`config.mk`:
```
export PLATFORM = sky130hd
export DESIGN_NAME = grfa_window
export DESIGN_NICKNAME = d
export VERILOG_FILES = /design/src/rtl/grfa_pkg.sv /design/src/rtl/grfa_window.sv
export SDC_FILE = /design/constraint.sdc
export NUM_CORES = 1
export LEC_CHECK = 0
export BUFFER_PORTS_ARGS = -buffer_cell sky130_fd_sc_hd__buf_4
export CAP_MARGIN = 20
export CORE_ASPECT_RATIO = 1.4
export CORE_MARGIN = 2
export CORE_UTILIZATION = 50
export DETAILED_ROUTE_END_ITERATION = 10
export GPL_TIMING_DRIVEN = 0
export PLACE_DENSITY = 0.67
export SLEW_MARGIN = 20
export SYNTH_ARGS = -nofsm -noshare
export SYNTH_HDL_FRONTEND = slang
export SYNTH_SLANG_ARGS = --single-unit
```
`constraint.sdc`:
```
create_clock -name clock -period 2.1 [get_ports clock]
set_clock_uncertainty 0.2 [all_clocks]
set_input_delay 0.21 -clock clock [delete_from_list [all_inputs] [get_ports clock]]
set_output_delay 0.21 -clock clock [all_outputs]
set_load 0.05 [all_outputs]
```
`src/rtl/grfa_pkg.sv`:
```
package grfa_pkg;

   localparam int FUNC_W  = 2;
   localparam int COORD_W = 6;
   localparam int SIZE_W  = 7;

   localparam logic [FUNC_W-1:0] FUNC_FIND  = 2'd0;
   localparam logic [FUNC_W-1:0] FUNC_FILL  = 2'd1;
   localparam logic [FUNC_W-1:0] FUNC_CLEAR = 2'd2;

   typedef struct packed {
      logic               valid;
      logic               flush;
      logic [COORD_W-1:0] row;
   } win_ctl_type;

   typedef struct packed {
      logic               valid;
      logic               hit;
      logic [COORD_W-1:0] col;
      logic [COORD_W-1:0] row;
   } win_sts_type;

endpackage

```
`src/rtl/grfa_window.sv`:
```
module grfa_window import grfa_pkg::*;
#(
   parameter int GRID_CELLS = 64
)
(
   input  logic                                 clock,
   input  logic                                 reset,
   input  win_ctl_type                          ctl,
   input  logic [GRID_CELLS-1:0]                free,
   input  logic [$clog2(GRID_CELLS + 1)-1:0]    width,
   output win_sts_type                          sts
);

   localparam int CNT_W = $clog2(GRID_CELLS + 1);

   logic [GRID_CELLS:0]   a_ff [CNT_W+1];
   logic [GRID_CELLS-1:0] p_ff [CNT_W+1];
   logic [COORD_W-1:0]    r_ff [CNT_W+1];
   logic [CNT_W:0]        v_ff;
   logic [COORD_W-1:0]    first_col;

   // Stage k joins a run of 2**k free columns onto the window when bit k of the width is set.
   // The extra top bit of the window stands for an empty run that ends on the right edge.
   always_ff @(posedge clock) begin
      if (reset || ctl.flush) begin
         v_ff <= '0;
      end else begin
         v_ff <= {v_ff[CNT_W-1:0], ctl.valid};
      end
      a_ff[0] <= '1;
      p_ff[0] <= free;
      r_ff[0] <= ctl.row;
      for (int k = 0; k < CNT_W; k++) begin
         p_ff[k+1] <= p_ff[k] & (p_ff[k] >> (1 << k));
         a_ff[k+1] <= width[k] ? ((GRID_CELLS+1)'(p_ff[k]) & (a_ff[k] >> (1 << k))) : a_ff[k];
         r_ff[k+1] <= r_ff[k];
      end
   end

   always_comb begin
      first_col = '0;
      for (int c = GRID_CELLS - 1; c >= 0; c--) begin
         if (a_ff[CNT_W][c]) begin
            first_col = COORD_W'(c);
         end
      end
   end

   assign sts.valid = v_ff[CNT_W];
   assign sts.hit   = |a_ff[CNT_W][GRID_CELLS-1:0];
   assign sts.col   = first_col;
   assign sts.row   = r_ff[CNT_W];

endmodule

```
==> impl_metrics.py <==
metrics = {
    "drt": {
        "wl_per_cell_um": 15.96,
        "vias_per_cell": 4.662,
        "ant_nets": 0,
        "vias": 15220,
        "drc_errors": 0,
        "first_iter_violations": 634,
        "firstDrtPassIters": 5,
        "wirelength_um": 52100,
    },
    "worst_hold_path": {
        "worstHoldEndpoint": "a_ff[0][193]$_SDFF_PP0_",
        "hold_class": "in2reg",
        "hold_depth": 2,
        "min-delay-start": "width[1]",
    },
    "finish": {
        "final_core_util_pct": 60.59,
        "layout-drive-gt1-share_pct": 10.05,
        "antenna_cells": 0,
        "fin_nets": 2651,
        "area_delta_synth_final_pct": 20.34,
    },
    "power": {
        "pwr_density_cell_nw_per_um2": 1067,
        "peakVddDrop_mv": 0.8320,
        "leakagePower_nw": 12.18,
        "p_total_w": 0.03144,
    },
    "logic_synthesis": {
        "synthArstFlopShare_pct": 0,
        "synth.yosys.seq_area_share_pct": 68.50,
        "synth-edff-count": 0,
        "syn_area_sq_um": 24490,
        "yosys-top-cells-area": "dfxtp_1, and2_1, o21ai_0",
        "synth.most_common_cell": "dfxtp_1",
        "synth.top_cell.area_share_pct": 68.50,
        "syn_avg_cell_area_sq_um": 10.54,
        "synth.distinct_cells": 37,
        "synth_seq_cells": 838,
        "synth_top_flop_cell": "dfxtp_1",
        "synth.top_cells.by_count": "dfxtp_1, inv_1, and2_1, o21ai_0, nand3_1",
        "syn_inst": 2323,
        "yosys.area.top_type": "dfxtp_1",
        "synth_warnings": 0,
        "syn_nets": 2404,
    },
    "flow_run": {
        "cap_violations": 0,
    },
    "setup_path": {
        "path_class": "reg2out",
        "crit_required_ps": 1690,
        "r2r_slack_ps": 1010,
        "reg2reg_to": "a_ff[1][92]$_DFF_P_",
        "crit_slowest_cell": "or4_4",
        "slowest_delay_ps": 550,
        "worstSetupStartpointType": "flop",
        "reg2reg_depth": 2,
        "cp_cell_sequence": "or4_4, nor4b_4, nand2_2, a311oi_2, nor2_2, buf_6",
        "cp.arrival_ps": 2380,
        "path_max_fanout": 2,
        "worstSetupEndpointType": "output port",
        "reg2reg_from": "a_ff[1][27]$_DFF_P_",
    },
    "floorplanning": {
        "die-width_um": 191.1,
        "start_util_pct": 50.35,
        "die_h_um": 265.9,
        "io_pins": 95,
        "rows": 96,
        "die-area_sq_um": 50800,
        "coreArea_sq_um": 48650,
    },
    "timing": {
        "rsz0062_at_grt": "true",
        "finalCritPeriodShare_pct": 132.8,
        "setup_viol": 7,
        "finalCriticalPeriod_ps": 2788,
        "slew_viol_final": 0,
        "hold_slack_ps": 36.64,
        "hold_viol_final": 0,
        "fin_ws_ps": -688.5,
        "slew_headroom_pct": 42.13,
        "fmax_mhz": 358.6,
        "tightest_slew_ps": 868.0,
    },
    "status": {
        "status": "finished, violations left",
        "violations": "setup timing",
    },
    "global_route": {
        "grt_use_met3_pct": 3.201,
        "top_usage_layer": "met2",
        "grt_use_total_pct": 20.85,
        "first_global_vias": 15560,
        "grt_max_degree": 18,
        "use_met1_pct": 21.18,
        "overflow": 0,
        "gr-usage-met2_pct": 39.16,
        "grt_pass1_wl_um": 81630,
        "grt_antenna_before_repair": 0,
    },
    "clock_network": {
        "numCtsBuffers": 72,
        "clk_pin_slew_ps": 60,
        "cts_root_buf": "clkbuf_16",
        "insertion_delay_ps": 600,
        "clock_sinks": 838,
        "cts_tree": "built",
        "htreeDepth": 3,
        "cts_buffer_depth": 3,
    },
    "place": {
        "port_buffers": 87,
        "dp_hpwl_um": 39840,
        "routabilityCongestion": 1.009,
    },
}
registers in the layout, summed over array words and instances (netlist names):
name	count
v_ff	8
p_ff	328
a_ff	454
r_ff	48
logic make-up after synthesis:
family | Yosys count | synth area share [%]
compound gates | 313 | 6.738
simple gates | 811 | 19.13
buf+inv | 361 | 5.640
flops | 838 | 68.50
how the worst max path moves through the flow:
stage	startpoint	slack (ps)	endpoint
detailed placement	a_ff[1][218]$_SDFF_PP0_	-420	sts[8]
finish	a_ff[1][258]$_SDFF_PP0_	-690	sts[10]
floorplan	a_ff[1][254]$_SDFF_PP0_	-140	sts[6]
CTS	a_ff[1][258]$_SDFF_PP0_	-720	sts[10]
global route	a_ff[1][258]$_SDFF_PP0_	-780	sts[10]
global placement	a_ff[1][218]$_SDFF_PP0_	-470	sts[8]
layout by cell type, fill, tap and decap left out, types with 3 or more instances in the layout:
| master | instances |
|---|---|
| dfxtp_2 | 7 |
| dlygate4sd3_1 | 78 |
| clkinvlp_4 | 5 |
| clkbuf_16 | 73 |
| o211ai_1 | 5 |
| nand2b_1 | 68 |
| bufinv_16 | 7 |
| and2_1 | 272 |
| clkinv_2 | 9 |
| nor4_1 | 6 |
| or4_4 | 8 |
| inv_1 | 276 |
| dfxtp_1 | 830 |
| nor3_2 | 3 |
| nor4_2 | 4 |
| buf_4 | 94 |
| o21bai_1 | 3 |
| inv_6 | 5 |
| buf_1 | 30 |
| nand2_1 | 6 |
| nor2b_1 | 129 |
| buf_6 | 7 |
| nor3_1 | 11 |
| clkbuf_8 | 10 |
| or3_1 | 3 |
| o31ai_1 | 3 |
| o21ai_0 | 268 |
| nand3_1 | 266 |
| a21oi_1 | 11 |
| nor2_1 | 20 |
| clkbuf_1 | 64 |
| nor2_2 | 3 |
where the power goes:
part           switching, W  total [W]  internal, W
registers          0.000373     0.0169       0.0165
clock network       0.00554     0.0133      0.00771
logic              0.000706    0.00131     0.000601
layer usage:
layer  wire (um)  part of all wire, %
met1       19560                   38
met2       27610                   53
met3        1659                  3.2
met4        3270                  6.3
met5           0                    0
worst max-delay path: cells and delay by family, from the launching register on:
kind | cells | cell delay [ps]
AOI/OAI and AO/OA | 1 | 280
and+or+nand+nor | 4 | 1060
buffers and inverters | 1 | 150
DFF | 1 | 320
through the flow:
stage	TNS, ps	worst slack [ps]	cells	cell area [sq um]
final	-4485	-688.5	3264	29470
after global routing	-5144	-781.6	3264	29470
after CTS	-4503	-717.6	3259	29370
after detailed placement	-2350	-416.2	3047	25970
after global placement	-1637	-473.8	3047	25970
after floorplan	-307.7	-144.0	2323	24520
repair_timing:
item | in CTS | in global routing
gates resized for setup | 41 | 16
buffers inserted | 3 | 5
endpoints found under the setup margin | 7 | 10
hold buffers | 78 | 0
cloned | 0 | 0
endpoints found under the hold margin | 193 | 0
pin swaps | 10 | 11
layout make-up:
cell class	instances	area (sq um)
Buffer	85	346.6
Clock buffer	100	2028
Clock inverter	31	406.6
Fill cell	4023	19170
Inverter	276	1036
Multi-Input combinational cell	1124	6538
Sequential cell	838	16790
Tap cell	637	797.0
Timing Repair Buffer	173	1533
(Power assumes the default switching activity.)
